**config.mk**
```make
export PLATFORM = sky130hd
export DESIGN_NAME = window_vote_input_filter_top
export DESIGN_NICKNAME = d
export VERILOG_FILES = /design/src/design/wvf_pkg.sv /design/src/design/wvf_lane.sv /design/src/design/wvf_merge.sv /design/src/design/wvf_out_buf.sv /design/src/design/window_vote_input_filter_top.sv
export VERILOG_INCLUDE_DIRS = /design/src /design/src/design
export SDC_FILE = /design/constraint.sdc
export NUM_CORES = 1
export LEC_CHECK = 0
export ABC_CLOCK_PERIOD_IN_PS = 5750
export BUFFER_PORTS_ARGS = -buffer_cell sky130_fd_sc_hd__buf_2
export CORE_MARGIN = 1.5
export CORE_UTILIZATION = 55
export CTS_BUF_LIST = sky130_fd_sc_hd__clkbuf_8
export CTS_CLUSTER_DIAMETER = 30
export DETAILED_ROUTE_END_ITERATION = 16
export PLACE_DENSITY_LB_ADDON = 0.15
export SYNTH_ARGS = -nofsm -noshare
export SYNTH_HDL_FRONTEND = slang
export SYNTH_SLANG_ARGS = --single-unit
```
**constraint.sdc**
```tcl
create_clock -name aclk -period 5.75 [get_ports aclk]
set_input_delay 0.8625 -clock aclk [delete_from_list [all_inputs] [get_ports aclk]]
set_output_delay 0.8625 -clock aclk [all_outputs]
set_load 0.005 [all_outputs]
```
**src/design/assert_macros.svh**
```systemverilog
// ---------------------------------------------------------------------------
// Assertion macros for the window vote input filter
// Shared concurrent checks, clocked on aclk and disabled during reset.
// ---------------------------------------------------------------------------
`ifndef ASSERT_MACROS_SVH
`define ASSERT_MACROS_SVH

// Same-cycle implication: when ante holds, cons must hold.
`define WVF_ASSERT_IMPLY(label, ante, cons) \
    label: assert property (@(posedge aclk) disable iff (!aresetn) \
        (ante) |-> (cons)) else $error("%m: implication check failed");

// Next-cycle implication: when ante holds, cons must hold in the next cycle.
`define WVF_ASSERT_NEXT(label, ante, cons) \
    label: assert property (@(posedge aclk) disable iff (!aresetn) \
        (ante) |=> (cons)) else $error("%m: next-cycle check failed");

`endif

```
**src/design/wvf_pkg.sv**
```systemverilog
`default_nettype none
// ---------------------------------------------------------------------------
// wvf_pkg
// Constants, register codes and shared types of the window vote filter.
// ---------------------------------------------------------------------------
package wvf_pkg;

    // Window and line counts
    localparam int WINDOW   = 5;
    localparam int CHANNELS = 16;
    localparam int DATA_W   = 16;
    localparam int LANES    = (CHANNELS < DATA_W) ? CHANNELS : DATA_W;
    localparam int HIST_D   = WINDOW - 1;

    // Counter and compare widths
    localparam int CNT_W = $clog2(WINDOW + 1);
    localparam int CFG_W = 3;
    localparam int CMP_W = (CNT_W > CFG_W) ? CNT_W : CFG_W;

    // Configuration register indexes
    localparam int CFG_IDX_W = 1;
    localparam logic [CFG_IDX_W-1:0] REG_CHANGE_LIMIT = 1'd0;
    localparam logic [CFG_IDX_W-1:0] REG_QUORUM       = 1'd1;

    // Configuration reset values
    localparam logic [CFG_W-1:0] CHANGE_LIMIT_RST = 3'd2;
    localparam logic [CFG_W-1:0] QUORUM_RST       = 3'd3;

    typedef logic [DATA_W-1:0] word_t;

    typedef struct packed {
        logic [CFG_W-1:0] change_limit;
        logic [CFG_W-1:0] quorum;
    } cfg_t;

    typedef struct packed {
        logic level;
        logic undecided;
    } lane_res_t;

    typedef struct packed {
        word_t filtered_word;
        word_t undecided_mask;
    } result_t;

endpackage
`default_nettype wire

```
**src/design/wvf_lane.sv**
```systemverilog
`default_nettype none
// ---------------------------------------------------------------------------
// wvf_lane
// Vote logic of one input line over the sample window.
// ---------------------------------------------------------------------------
module wvf_lane (
    input  wvf_pkg::cfg_t                 cfg,
    input  logic [wvf_pkg::WINDOW-1:0]    win,   // bit 0 newest, top bit oldest
    input  logic                          held,
    output wvf_pkg::lane_res_t            res
);
    import wvf_pkg::*;

    logic [CNT_W-1:0] ones;
    logic [CNT_W-1:0] zeros;
    logic [CNT_W-1:0] changes;
    logic             noisy;

    // Count ones and level changes between neighboring samples
    always_comb begin
        ones    = '0;
        changes = '0;
        for (int k = 0; k < WINDOW; k++) begin
            ones = ones + CNT_W'(win[k]);
        end
        for (int k = 0; k < WINDOW - 1; k++) begin
            changes = changes + CNT_W'(win[k] ^ win[k+1]);
        end
    end

    assign zeros = CNT_W'(WINDOW) - ones;
    assign noisy = CMP_W'(changes) > CMP_W'(cfg.change_limit);

    // Decide: strict threshold on noisy lines, majority otherwise
    always_comb begin
        res.undecided = 1'b0;
        if (noisy) begin
            if (CMP_W'(zeros) >= CMP_W'(cfg.quorum)) begin
                res.level = 1'b0;
            end else if (CMP_W'(ones) >= CMP_W'(cfg.quorum)) begin
                res.level = 1'b1;
            end else begin
                res.level     = held;
                res.undecided = 1'b1;
            end
        end else begin
            res.level = (ones >= zeros);
        end
    end

endmodule
`default_nettype wire

```
**src/design/wvf_merge.sv**
```systemverilog
`default_nettype none
// ---------------------------------------------------------------------------
// wvf_merge
// Packs the lane decisions into result words and holds the last output.
// ---------------------------------------------------------------------------
module wvf_merge (
    input  logic                                    aclk,
    input  logic                                    aresetn,
    input  wvf_pkg::lane_res_t [wvf_pkg::DATA_W-1:0] lane_res,
    input  logic                                    load,
    output wvf_pkg::word_t                          held_word,
    output wvf_pkg::result_t                        result
);
    import wvf_pkg::*;

    word_t held_reg;
    word_t held_next;

    // Gather lane results into words
    always_comb begin
        for (int i = 0; i < DATA_W; i++) begin
            result.filtered_word[i]  = lane_res[i].level;
            result.undecided_mask[i] = lane_res[i].undecided;
        end
    end

    // Advance the held word on each accepted transaction
    assign held_next = load ? result.filtered_word : held_reg;

    always_ff @(posedge aclk) begin
        if (!aresetn) begin
            held_reg <= '0;
        end else begin
            held_reg <= held_next;
        end
    end

    assign held_word = held_reg;

endmodule
`default_nettype wire

```
**src/design/wvf_out_buf.sv**
```systemverilog
`default_nettype none
// ---------------------------------------------------------------------------
// wvf_out_buf
// Two-entry output buffer: output register plus skid register.
// ---------------------------------------------------------------------------
module wvf_out_buf (
    input  logic               aclk,
    input  logic               aresetn,
    input  logic               push,
    input  wvf_pkg::result_t   din,
    output logic               in_ready,
    output logic               m_valid,
    input  logic               m_ready,
    output wvf_pkg::result_t   dout
);
    import wvf_pkg::*;

    localparam logic [1:0] CNT_EMPTY = 2'd0;
    localparam logic [1:0] CNT_ONE   = 2'd1;
    localparam logic [1:0] CNT_FULL  = 2'd2;

    logic [1:0] cnt_reg;
    logic [1:0] cnt_next;
    result_t    head_reg;
    result_t    head_next;
    result_t    skid_reg;
    result_t    skid_next;
    logic       pop;

    assign pop = m_valid && m_ready;

    // Fill, drain and refill from the skid entry
    always_comb begin
        cnt_next  = cnt_reg;
        head_next = head_reg;
        skid_next = skid_reg;
        case (cnt_reg)
            CNT_EMPTY: begin
                if (push) begin
                    head_next = din;
                    cnt_next  = CNT_ONE;
                end
            end
            CNT_ONE: begin
                if (push && pop) begin
                    head_next = din;
                end else if (push) begin
                    skid_next = din;
                    cnt_next  = CNT_FULL;
                end else if (pop) begin
                    cnt_next = CNT_EMPTY;
                end
            end
            CNT_FULL: begin
                if (pop) begin
                    head_next = skid_reg;
                    cnt_next  = CNT_ONE;
                end
            end
            default: begin
                cnt_next = CNT_EMPTY;
            end
        endcase
    end

    always_ff @(posedge aclk) begin
        if (!aresetn) begin
            cnt_reg <= CNT_EMPTY;
        end else begin
            cnt_reg <= cnt_next;
        end
    end

    // Payload holds need no reset
    always_ff @(posedge aclk) begin
        head_reg <= head_next;
        skid_reg <= skid_next;
    end

    assign in_ready = (cnt_reg != CNT_FULL);
    assign m_valid  = (cnt_reg != CNT_EMPTY);
    assign dout     = head_reg;

endmodule
`default_nettype wire

```
**src/design/window_vote_input_filter_top.sv**
```systemverilog
`default_nettype none
// ---------------------------------------------------------------------------
// window_vote_input_filter_top
// Sixteen-line debounce filter voting over a five-sample window.
// ---------------------------------------------------------------------------
// Usage:
//   Input channel s_valid/s_ready carries one raw sample per transaction.
//   Result channel m_valid/m_ready carries the filtered word and the mask
//   of noisy lines that held their previous level.
//   cfg_we/cfg_index/cfg_wdata write change_limit (index 0) and the quorum
//   (index 1); write them only while no transaction is in flight.
//   Each result is registered in the output buffer before it appears on m_*.
//   Throughput: one sample per cycle while s_ready is high; all sixteen lane
//   voters evaluate the new sample and the four stored ones in the same cycle.
//   A two-entry output buffer keeps s_ready high while one result waits;
//   s_ready drops while two results are pending and rises again the cycle
//   after the receiver takes one.
//   Reset clears the sample history and held word to zero, empties the
//   buffer and restores change_limit to 2 and the quorum to 3.
// ---------------------------------------------------------------------------
`include "assert_macros.svh"

module window_vote_input_filter_top (
    input  logic                             aclk,
    input  logic                             aresetn,
    // Configuration write port
    input  logic                             cfg_we,
    input  logic [wvf_pkg::CFG_IDX_W-1:0]    cfg_index,
    input  logic [wvf_pkg::CFG_W-1:0]        cfg_wdata,
    // Input channel
    input  logic                             s_valid,
    output logic                             s_ready,
    input  logic [wvf_pkg::DATA_W-1:0]       s_raw_sample,
    // Result channel
    output logic                             m_valid,
    input  logic                             m_ready,
    output logic [wvf_pkg::DATA_W-1:0]       m_filtered_word,
    output logic [wvf_pkg::DATA_W-1:0]       m_undecided_mask
);
    import wvf_pkg::*;

    cfg_t                    cfg_reg;
    cfg_t                    cfg_next;
    word_t                   hist_reg  [HIST_D];
    word_t                   hist_next [HIST_D];
    logic                    accept;
    lane_res_t [DATA_W-1:0]  lane_res;
    word_t                   held_word;
    result_t                 result;
    result_t                 out_res;
    logic                    held_match;

    assign accept = s_valid && s_ready;

    // Configuration registers
    always_comb begin
        cfg_next = cfg_reg;
        if (cfg_we) begin
            case (cfg_index)
                REG_CHANGE_LIMIT: cfg_next.change_limit = cfg_wdata;
                REG_QUORUM:       cfg_next.quorum       = cfg_wdata;
                default:          cfg_next              = cfg_reg;
            endcase
        end
    end

    always_ff @(posedge aclk) begin
        if (!aresetn) begin
            cfg_reg.change_limit <= CHANGE_LIMIT_RST;
            cfg_reg.quorum       <= QUORUM_RST;
        end else begin
            cfg_reg <= cfg_next;
        end
    end

    // Shift the sample history on each accepted transaction
    always_comb begin
        for (int j = 0; j < HIST_D; j++) begin
            hist_next[j] = hist_reg[j];
        end
        if (accept) begin
            hist_next[0] = s_raw_sample;
            for (int j = 1; j < HIST_D; j++) begin
                hist_next[j] = hist_reg[j-1];
            end
        end
    end

    always_ff @(posedge aclk) begin
        if (!aresetn) begin
            for (int j = 0; j < HIST_D; j++) begin
                hist_reg[j] <= '0;
            end
        end else begin
            for (int j = 0; j < HIST_D; j++) begin
                hist_reg[j] <= hist_next[j];
            end
        end
    end

    // One voter per line; lines beyond the channel count read as zero
    for (genvar i = 0; i < DATA_W; i++) begin : g_lane
        if (i < LANES) begin : g_active
            logic [WINDOW-1:0] win;

            always_comb begin
                win[0] = s_raw_sample[i];
                for (int j = 1; j < WINDOW; j++) begin
                    win[j] = hist_reg[j-1][i];
                end
            end

            wvf_lane u_lane (
                .cfg  (cfg_reg),
                .win  (win),
                .held (held_word[i]),
                .res  (lane_res[i])
            );
        end else begin : g_idle
            assign lane_res[i] = '0;
        end
    end

    // Merge lane decisions and keep the last filtered word
    wvf_merge u_merge (
        .aclk      (aclk),
        .aresetn   (aresetn),
        .lane_res  (lane_res),
        .load      (accept),
        .held_word (held_word),
        .result    (result)
    );

    // Output register with skid entry
    wvf_out_buf u_out_buf (
        .aclk     (aclk),
        .aresetn  (aresetn),
        .push     (accept),
        .din      (result),
        .in_ready (s_ready),
        .m_valid  (m_valid),
        .m_ready  (m_ready),
        .dout     (out_res)
    );

    assign m_filtered_word  = out_res.filtered_word;
    assign m_undecided_mask = out_res.undecided_mask;

    // Undecided lines repeat the held level
    assign held_match = ((result.filtered_word & result.undecided_mask)
                         == (held_word & result.undecided_mask));

    // Checks
    `WVF_ASSERT_IMPLY(a_undecided_holds, accept, held_match)
    `WVF_ASSERT_IMPLY(a_stall_only_when_pending, !s_ready, m_valid)
    `WVF_ASSERT_NEXT(a_accept_gives_result, accept, m_valid)

endmodule
`default_nettype wire
```
==> results of run 1 <==
==> final cells by class <==
class                           instances  share of cell area [%]
Clock buffer                           17                   1.894
Tap cell                              270                   2.735
Multi-Input combinational cell        881                   58.18
Inverter                              135                   4.102
Timing Repair Buffer                   65                   2.775
Clock inverter                         14                  0.4963
Sequential cell                       152                   29.82
==> kinds of logic after synthesis <==
group                    Yosys count  share of synthesized area, %
AND/OR/NAND/NOR                  299                         11.71
XOR/XNOR                          63                         4.771
AO/OA/AOI/OAI                    232                         12.59
flip-flops                       152                         31.85
multiplexers                      50                         4.673
buffers and inverters            168                         6.047
adder cells (fa/ha/maj)          237                         28.36
==> Yosys cell counts, drive strengths merged <==
library cell,number
o21a,17
inv,135
or2,1
buf,20
a21boi,65
nor2b,36
xnor2,42
nor3b,1
nor3,21
nand2,168
mux2i,18
a21o,2
o21ai,65
fa,42
nand3,21
xor2,21
and3,5
mux2,32
a21oi,67
dfxtp,88
or3,5
and3b,1
o21bai,16
and2,16
nand2b,3
clkbuf,13
edfxtp,64
nor2,21
ha,195
==> stage by stage <==
| step | std cells | util, % |
|---|---|---|
| final | 1534 | 60.47 |
| after global routing | 1534 | 60.47 |
| after CTS | 1534 | 60.47 |
| after floorplan | 1201 | - |
| after detailed placement | 1503 | 59.02 |
| after global placement | 1503 | 59.02 |
==> metal layers <==
metal  vias up  track usage (%)  part of all wire (%)
li1       4148                -                     -
met1      3852            29.61                    49
met2       106            38.08                    46
met3        23            4.043                   3.6
met4         0            5.446                   1.2
met5         -                0                     0
==> where the power goes <==
part / switching, µW / internal [µW] / total, µW
registers: 38.5 / 1180 / 1220
clock network: 391 / 277 / 668
logic: 339 / 265 / 604
==> worst min-delay path by stage <==
| stage | startpoint | endpoint | cells past startpoint |
|---|---|---|---|
| after global placement | cfg_reg[1]$_SDFFE_PN1P_ | cfg_reg[1]$_SDFFE_PN1P_ | 2 |
| after floorplan | cfg_reg[1]$_SDFFE_PN1P_ | cfg_reg[1]$_SDFFE_PN1P_ | 2 |
| after global routing | hist_reg[3][0]$_SDFFE_PN0P_ | hist_reg[3][0]$_SDFFE_PN0P_ | 2 |
| after CTS | cfg_reg[1]$_SDFFE_PN1P_ | cfg_reg[1]$_SDFFE_PN1P_ | 2 |
| after detailed placement | cfg_reg[1]$_SDFFE_PN1P_ | cfg_reg[1]$_SDFFE_PN1P_ | 2 |
| final | cfg_reg[1]$_SDFFE_PN1P_ | cfg_reg[1]$_SDFFE_PN1P_ | 2 |
==> worst register-to-register path, delay by kind of cell, from the launching register on <==
family | cells | cell delay [ns]
AO/OA/AOI/OAI | 4 | 0.56
XOR/XNOR | 1 | 0.15
adder cells (fa/ha/maj) | 5 | 1.81
buffers and inverters | 2 | 0.09
flip-flops | 1 | 0.35
multiplexers | 1 | 0.29
==> metrics.md, run 1 <==
| Metric | Value |
|---|---|
| # rows | 52 |
| # Post-CTS Setup Buffers | 0 |
| Placed cell area | 0.01206 mm² |
| Netlist cell types | 37 |
| CP dominant cell by count | ha_1 |
| Register Area | 0.003684 mm² |
| Routability congestion estimate | 0.8084 |
| Fin crit share | 62.18% |
| CP endpoint | u_out_buf.dout[17]$_DFFE_PP_ |
| Pin count of the biggest net entering global routing | 89 |
| RSZ-0062 raised after global routing | no |
| Antenna Violating Nets Remaining | 0 |
| Synthesized instance count | 1201 |
| R2r startpoint | hist_reg[0][1]$_SDFFE_PN0P_ |
| Worst slack, placed | 1.753 ns |
| R2r worst-path depth | 13 |
| Final net count | 1514 |
| Largest area contributor in the netlist | ha_1 |
| Slew margin rel. | 23.63% |
| Post-CTS Resized | 0 |
| Final Power | 2495 µW |
| Mapped Area | 0.01157 mm² |
| Filler Cell Count | 1827 |
| TritonCTS clock tree | done |
| Worst skew pair latency | 0.46 ns |
| Vias per inst | 5.299 |
| Slowest stage cell, crit path | fa_1 |
| Die X-Extent | 148.0 µm |
| Final Worst Setup Slack | 2.175 ns |
| WHS | 0.4753 ns |
| Hold Violations, Final | 0 |
| Critical Path Source Type | primary input |
| Worst path max stage delay | 0.57 ns |
| Most common cell after layout, fill and taps aside | ha_1 |
| Number of antenna diodes | 0 |
| F_max | 279.7 MHz |
| Final slew viol count | 0 |
| Worst VDD drop | 0.1168 mV |
| Worst Path Arrival | 3.88 ns |
| Initial core utilization | 56.61% |
| Syn Nets | 1463 |
| Sequential fraction of the synthesis area | 31.85% |
| YS warnings | 0 |
| CP cell instances | buf_2 -> ha_1 -> inv_1 -> fa_1 -> inv_1 -> ha_1 -> fa_1 -> xnor2_1 -> ha_1 -> a21oi_1 -> o21ai_0 -> o21bai_1 -> mux2_2 -> a21oi_1 |
| CP Capture Type | flop |
| Critical path class | primary input to flop |
| DRC viols | 0 |
| CTS buffer count | 17 |
| GRT Overall Usage | 22.41% |
| Max Buffers Root-to-Sink | 2 |
| Fin Setup TNS | 0 ns |
| CP Max Fanout | 3 |
| Root Driver | clkbuf_8 |
| Final instance area | 0.01235 mm² |
| Leakage power | 0.005918 µW |
| First-pass DRT Iterations | 4 |
| Total core area | 0.02043 mm² |
| Tightest Pin Transition | 1.144 ns |
| Crit path time final | 3.575 ns |
| Routed WL | 22800 µm |
| Clk slew on worst S/H paths | 0.08 ns |
| I/O Pins | 59 |
| Max reg flops | 64 |
| Avg Inst Size Synth | 9.630 µm² |
| Die area | 0.02191 mm² |
| R2R setup slack | 2.36 ns |
| Cell Pwr Density | 202.0 mW/mm² |
| Most frequent cells in the layout | ha_1 (195), nand2_1 (167), inv_1 (142) |
| Drt first-iter violations | 276 |
| Hpwl dp | 15550 µm |
| Initial antenna violation count | 0 |
| Syn-to-layout area delta | 6.804% |
| Vias | 8129 |
| Htree depth | 4 |
| CP Launch Point | s_raw_sample[1] |
| Share of cells above drive strength 1 | 10.76% |
| CTS Hold Bufs | 0 |
| Skew final | 0.01106 ns |
| Top post-synthesis cells by area | ha_1 (21%), edfxtp_1 (17%), dfxtp_1 (15%), fa_1 (7.3%), nand2_1 (5.4%) |
| Multi-input logic area | 0.007187 mm² |
| Chip Height | 148.0 µm |
| RR Endpoint | u_out_buf.dout[17]$_DFFE_PP_ |
| Critical path depth | 14 |
| Required @ worst endpoint | 6.06 ns |
| Vias in the first global route | 8146 |
| Max_cap viols | 0 |
| Outcome | finished clean |
| WL/cell | 14.87 µm |
| # clock sinks | 152 |
| Area share of the largest cell type after synthesis | 21.09% |
| GRT overflow | 0 |
| Final setup vio count | 0 |
| Crit path buf inv count | 3 |
| Hold/Removal Path Class | flop to flop |
| Top Family by Delay on Critical Path | adder cells |
| First-pass GRT wire length | 38900 µm |
| Register bit total from synthesis | 152 |
| IO Port Bufs | 58 |
Power figures use the tool's default switching activity.
==> inputs of run 2 (changes only) <==
--- a/config.mk
+++ b/config.mk
@@ -6,7 +6,8 @@
 export SDC_FILE = /design/constraint.sdc
 export NUM_CORES = 1
 export LEC_CHECK = 0
-export ABC_CLOCK_PERIOD_IN_PS = 5750
+export ABC_AREA = 1
+export ABC_CLOCK_PERIOD_IN_PS = 3460
 export BUFFER_PORTS_ARGS = -buffer_cell sky130_fd_sc_hd__buf_2
 export CORE_MARGIN = 1.5
 export CORE_UTILIZATION = 55
==> constraint.sdc (replaced) <==
create_clock -name aclk -period 3.46 [get_ports aclk]
set_input_delay 0.519 -clock aclk [delete_from_list [all_inputs] [get_ports aclk]]
set_output_delay 0.519 -clock aclk [all_outputs]
set_load 0.005 [all_outputs]
==> run 2 against run 1 <==
Total power grew 150%. Clock skew up 0.0026 ns. Cell count up 16%. Core utilization grew 0.27 points. Largest cell class unchanged.
==> metrics.md, run 2 <==
| Metric | Value |
|---|---|
| WL/cell | 13.47 µm |
| Total core area | 0.02089 mm² |
| GRT Overall Usage | 22.51% |
| I/O Pins | 59 |
| Fin crit share | 92.76% |
| Chip Height | 148.6 µm |
| Top post-synthesis cells by area | ha_1 (21%), edfxtp_1 (16%), dfxtp_1 (15%), nand2_1 (8.7%), inv_1 (7.3%) |
| Antenna Violating Nets Remaining | 0 |
| Post-synth top cells | nand2_1 (271), inv_1 (228), ha_1 (195) |
| Util after Layout | 60.74% |
| R2r worst-path depth | 14 |
| Initial antenna violation count | 0 |
| Max Buffers Root-to-Sink | 2 |
| Worst VDD drop | 0.2694 mV |
| Share of cells above drive strength 1 | 7.285% |
| Met3 Use GR | 2.914% |
| Netlist cell types | 30 |
| First-pass DRT Iterations | 4 |
| IO Port Bufs | 58 |
| Skew final | 0.01366 ns |
| TritonCTS clock tree | done |
| Number of antenna diodes | 0 |
| Worst Path Arrival | 3.54 ns |
| Syn Nets | 1695 |
| Hold_sp | cfg_wdata[0] |
| Root Driver | clkbuf_8 |
| Largest area contributor in the netlist | ha_1 |
| # rows | 53 |
| Initial core utilization | 55.80% |
| Clk slew on worst S/H paths | 0.08 ns |
| Pin count of the biggest net entering global routing | 94 |
| Slew margin rel. | 33.54% |
| GRT overflow | 0 |
| Adder-Cell Fraction of Synth Area | 28.15% |
| Routability congestion estimate | 0.7947 |
| F_max | 311.6 MHz |
| Hold path endpoint | cfg_reg[0]$_SDFFE_PN1P_ |
| Hpwl dp | 17020 µm |
| Syn-to-layout area delta | 8.857% |
| Vias per inst | 5.008 |
| Die area | 0.02207 mm² |
| Vias in the first global route | 8308 |
| Tightest Pin Transition | 0.9969 ns |
| First-pass GRT wire length | 39390 µm |
| Area share of the largest cell type after synthesis | 20.93% |
| Final slew viol count | 0 |
| CP Capture Type | flop |
| Vias | 8939 |
| Post-synth ARST share | 0% |
| Most frequent cells in the layout | nand2_1 (271), inv_1 (229), ha_1 (195) |
| Worst skew pair latency | 0.47 ns |
| RSZ-0062 raised after global routing | no |
| Hold Path Stages | 3 |
| Crit path time final | 3.210 ns |
| Routed WL | 24040 µm |
| Max reg flops | 64 |
| Primary FF master, synth | dfxtp_1 |
| CP Max Fanout | 5 |
| Htree depth | 4 |
| Max_cap viols | 0 |
| Final net count | 1759 |
| YS warnings | 0 |
| Hold/Removal Path Class | primary input to flop |
| Sequential fraction of the synthesis area | 31.60% |
| Synthesized instance count | 1433 |
| RR Endpoint | u_out_buf.dout[1]$_DFFE_PP_ |
| Critical Path Source Type | flop |
| Avg Inst Size Synth | 8.133 µm² |
| Grt met2 use | 37.07% |
| Post-CTS Resized | 0 |
| Drt first-iter violations | 425 |
| Xor/xnor share of the synthesized area | 4.283% |
| Mapped Area | 0.01165 mm² |
| R2R setup slack | 0.25 ns |
| Outcome | finished clean |
| Register bit total from synthesis | 152 |
| CTS Hold Bufs | 0 |
| Required @ worst endpoint | 3.79 ns |
| Met1 usage | 31.06% |
| Count leader, synth | nand2_1 |
| Leakage power | 0.006702 µW |
| # Post-CTS Setup Buffers | 0 |
| # clock sinks | 152 |
| DRC viols | 0 |
| Synth Area in Simple Gates | 16.95% |
| R2r startpoint | hist_reg[0][1]$_SDFFE_PN0P_ |
| Post-synthesis compound-gate area fraction | 9.973% |
| Fin Setup TNS | 0 ns |
| Mux cell area share after synthesis | 0% |
| Cell Pwr Density | 488.3 mW/mm² |
| CTS buffer count | 17 |
| Critical path class | flop to flop |
| Final setup vio count | 0 |
| Number of synthesized flops with an enable pin | 64 |
| Most used routing layer | met2 |
| Hold Violations, Final | 0 |
| Main combinational cell family by area after synthesis | adder cells |
| Die X-Extent | 148.6 µm |
| Most common cell after layout, fill and taps aside | nand2_1 |
run 2: cell types whose count changed in the layout (fill, tap and decap cells not counted), moves of 36 or more:
| cell | previous run | this run |
|---|---|---|
| nand2_1 | 167 | 271 |
| a21boi_0 | 47 | 0 |
| o21ai_0 | 59 | 101 |
| nand3_1 | 21 | 64 |
| nor2_1 | 21 | 162 |
| inv_1 | 142 | 229 |
| nor2b_1 | 36 | 0 |
run 2: power breakdown:
group | switching, µW | leakage (µW) | internal, µW
clock | 706 | 0.000189 | 700
sequential | 127 | 0.00134 | 2120
combinational | 1510 | 0.00517 | 1030
run 2: worst max path at each step:
stage | start | end | slack (ns) | cells past startpoint
2_1_floorplan | s_raw_sample[8] | u_out_buf.dout[24]$_DFFE_PP_ | 0.31 | 15
3_3_place_gp | s_raw_sample[6] | u_out_buf.dout[22]$_DFFE_PP_ | 0.03 | 15
6_report | hist_reg[0][1]$_SDFFE_PN0P_ | u_out_buf.dout[1]$_DFFE_PP_ | 0.25 | 14
3_5_place_dp | s_raw_sample[1] | u_out_buf.dout[1]$_DFFE_PP_ | -0.04 | 15
5_1_grt | hist_reg[0][1]$_SDFFE_PN0P_ | u_out_buf.dout[17]$_DFFE_PP_ | 0.004 | 15
4_1_cts | hist_reg[0][1]$_SDFFE_PN0P_ | u_out_buf.dout[1]$_DFFE_PP_ | 0.26 | 14
run 2: metrics by stage:
| stage | area, µm² | setup slack (ns) | hold slack [ns] | cells | total power (µW) |
|---|---|---|---|---|---|
| after floorplan | 11660 | 0.3065 | 0.4859 | 1433 | 4184 |
| after global placement | 12290 | 0.03109 | 0.5003 | 1753 | 4720 |
| after detailed placement | 12290 | -0.03521 | 0.5026 | 1753 | 4816 |
| after CTS | 12690 | 0.2624 | 0.2600 | 1785 | 6241 |
| after global routing | 12690 | 0.004314 | 0.2799 | 1785 | 6757 |
| final | 12690 | 0.2504 | 0.2870 | 1785 | 6195 |
run 2: cells by family (layout without fill, tap and decap cells):
family                   Yosys count  after routing
AND/OR/NAND/NOR                  501            501
buffers and inverters            264            341
adder cells (fa/ha/maj)          237            237
AO/OA/AOI/OAI                    222            222
flip-flops                       152            152
XOR/XNOR                          57             57
run 2: critical path, cell delays in order, from the launching register on:
cell and delay (ns):
dfxtp_1 0.36, ha_1 0.31, inv_1 0.05, fa_1 0.48
inv_1 0.05, ha_1 0.18, fa_1 0.57, xnor2_1 0.14
ha_1 0.26, a21o_1 0.16, nor2_1 0.15, nand2_1 0.07
nor2_1 0.14, nand2_1 0.08, nand2_1 0.08
run 2: metal layers:
layer,routed length (µm),vias up
met4,249,0
met3,856,19
met1,12250,4035
met2,10690,146
met5,0,-
li1,-,4739
run 2: final cells by class:
cell class	instances	area, µm²
Fill cell	1911	8202
Multi-Input combinational cell	1017	6933
Sequential cell	152	3684
Inverter	232	873.3
Timing Repair Buffer	77	457.9
Tap cell	275	344.1
Clock buffer	17	234.0
Clock inverter	15	161.4
==> inputs of run 3 (changes only) <==
--- a/config.mk
+++ b/config.mk
@@ -14,7 +14,7 @@
 export CTS_BUF_LIST = sky130_fd_sc_hd__clkbuf_8
 export CTS_CLUSTER_DIAMETER = 30
 export DETAILED_ROUTE_END_ITERATION = 16
-export PLACE_DENSITY_LB_ADDON = 0.15
+export PLACE_DENSITY = 0.73
 export SYNTH_ARGS = -nofsm -noshare
 export SYNTH_HDL_FRONTEND = slang
 export SYNTH_SLANG_ARGS = --single-unit
==> run 3 against run 2 <==
Total power is 1.0% higher. Cell count is essentially flat. Combinational power barely moved. Non-clock buffer count is 1 lower. Setup slack worse by 0.0092 ns.
==> metrics.md, run 3 (same netlist as run 2, synthesis figures left out) <==
| Metric | Value |
|---|---|
| Outcome | finished clean |
| Dpl cells | 1752 |
| Chip Height | 148.6 µm |
| # rows | 53 |
| RR Endpoint | u_out_buf.dout[21]$_DFFE_PP_ |
| Required @ worst endpoint | 3.81 ns |
| Fin crit share | 93.03% |
| Met3 Use GR | 3.589% |
| Grt met2 use | 38.30% |
| First-pass GRT wire length | 40370 µm |
| Pin count of the biggest net entering global routing | 94 |
| Vias per inst | 5.073 |
| Number of antenna diodes | 0 |
| I/O Pins | 59 |
| Max Buffers Root-to-Sink | 2 |
| CTS buffer count | 17 |
| GRT Overall Usage | 22.88% |
| Worst skew pair latency | 0.47 ns |
| Die area | 0.02207 mm² |
| Hold Violations, Final | 0 |
| Die X-Extent | 148.6 µm |
| Skew final | 0.01348 ns |
| Post-CTS Resized | 0 |
| Drt first-iter violations | 443 |
| Leakage power | 0.006700 µW |
| R2r worst-path depth | 14 |
| Cell Pwr Density | 493.7 mW/mm² |
| Final net count | 1758 |
| F_max | 310.7 MHz |
| Share of cells above drive strength 1 | 7.356% |
| CP Max Fanout | 4 |
| Hold path endpoint | cfg_reg[0]$_SDFFE_PN1P_ |
| Htree depth | 4 |
| RSZ-0062 raised after global routing | no |
| Final setup vio count | 0 |
| Initial antenna violation count | 0 |
| Hold/Removal Path Class | primary input to flop |
| Clk slew on worst S/H paths | 0.09 ns |
| Hold_sp | cfg_wdata[0] |
| Final slew viol count | 0 |
| DRC viols | 0 |
| Vias | 9050 |
| Syn-to-layout area delta | 8.781% |
| First-pass DRT Iterations | 5 |
| Critical path class | flop to flop |
| # clock sinks | 152 |
| Most used routing layer | met2 |
| Fin Setup TNS | 0 ns |
| Most common cell after layout, fill and taps aside | nand2_1 |
| Total core area | 0.02089 mm² |
| Root Driver | clkbuf_8 |
| Worst VDD drop | 0.2631 mV |
| CP Capture Type | flop |
| Post-Layout Cell Count | 1784 |
| Crit path time final | 3.219 ns |
| Met1 usage | 31.19% |
| Hpwl dp | 17280 µm |
| Critical Path Source Type | flop |
| Max reg flops | 64 |
| Most frequent cells in the layout | nand2_1 (271), inv_1 (229), ha_1 (195) |
| Antenna Violating Nets Remaining | 0 |
| GRT overflow | 0 |
| R2r startpoint | hist_reg[0][5]$_SDFFE_PN0P_ |
| Vias in the first global route | 8691 |
| Worst Path Arrival | 3.57 ns |
| Tightest Pin Transition | 0.9532 ns |
| Routed WL | 24250 µm |
| CTS Hold Bufs | 0 |
| R2R setup slack | 0.24 ns |
| Routability congestion estimate | 0.8137 |
| Initial core utilization | 55.80% |
| TritonCTS clock tree | done |
| IO Port Bufs | 58 |
| # Post-CTS Setup Buffers | 0 |
| Slew margin rel. | 36.46% |
| Max_cap viols | 0 |
| Hold Path Stages | 3 |
| WL/cell | 13.59 µm |
[run 3: cell type report]
class	count	area [µm²]
clock buffers	17	234.0
clock inverters	15	185.2
fillers	1868	8210
inverters	232	873.3
multi-input cells	1017	6933
flip-flops and latches	152	3684
well taps	275	344.1
repair buffers	76	425.4
[run 3: metrics by stage]
step                power [µW]  hold slack, ns  cell area, µm²  util [%]  setup slack [ns]
floorplan                 4184          0.4859           11660         -            0.3065
global placement          4691          0.5003           12260     58.69           0.03254
detailed placement        4809          0.5072           12260     58.69          -0.04791
CTS                       6311          0.2620           12680     60.69            0.2423
global route              6849          0.2798           12680     60.69           0.02990
finish                    6260          0.2784           12680     60.69            0.2413
[run 3: per-layer routing]
metal | up-vias | part of all wire (%) | routed length, µm
met5 | - | 0 | 0
met3 | 20 | 4.7 | 1141
met2 | 161 | 46 | 11230
met4 | 0 | 0.96 | 233
met1 | 4130 | 48 | 11650
li1 | 4739 | - | -
[run 3: report_power, final]
| group | switching [µW] | internal, µW | total [µW] |
|---|---|---|---|
| Clock | 699 | 773 | 1470 |
| Sequential | 125 | 2120 | 2250 |
| Combinational | 1520 | 1020 | 2540 |
[run 3: critical path: stages, from the launching register on]
cell and delay (ns):
dfxtp_1 0.35, ha_1 0.28, inv_1 0.07, fa_1 0.48, inv_1 0.04, ha_1 0.18, fa_1 0.56, xnor2_1 0.15
ha_1 0.27, a21o_1 0.16, nor2_1 0.13, nand3_1 0.11, nand2_1 0.15, nand2_1 0.08, nand2_1 0.08
[run 3: worst max path at each step]
stage	slack (ns)	depth (start not counted)	endpoint	from
2_1_floorplan	0.31	15	u_out_buf.dout[24]$_DFFE_PP_	s_raw_sample[8]
3_3_place_gp	0.03	16	u_out_buf.dout[21]$_DFFE_PP_	s_raw_sample[5]
5_1_grt	0.03	14	u_out_buf.dout[1]$_DFFE_PP_	hist_reg[0][1]$_SDFFE_PN0P_
3_5_place_dp	-0.05	15	u_out_buf.dout[14]$_DFFE_PP_	s_raw_sample[14]
4_1_cts	0.24	14	u_out_buf.dout[21]$_DFFE_PP_	hist_reg[0][5]$_SDFFE_PN0P_
6_report	0.24	14	u_out_buf.dout[21]$_DFFE_PP_	hist_reg[0][5]$_SDFFE_PN0P_
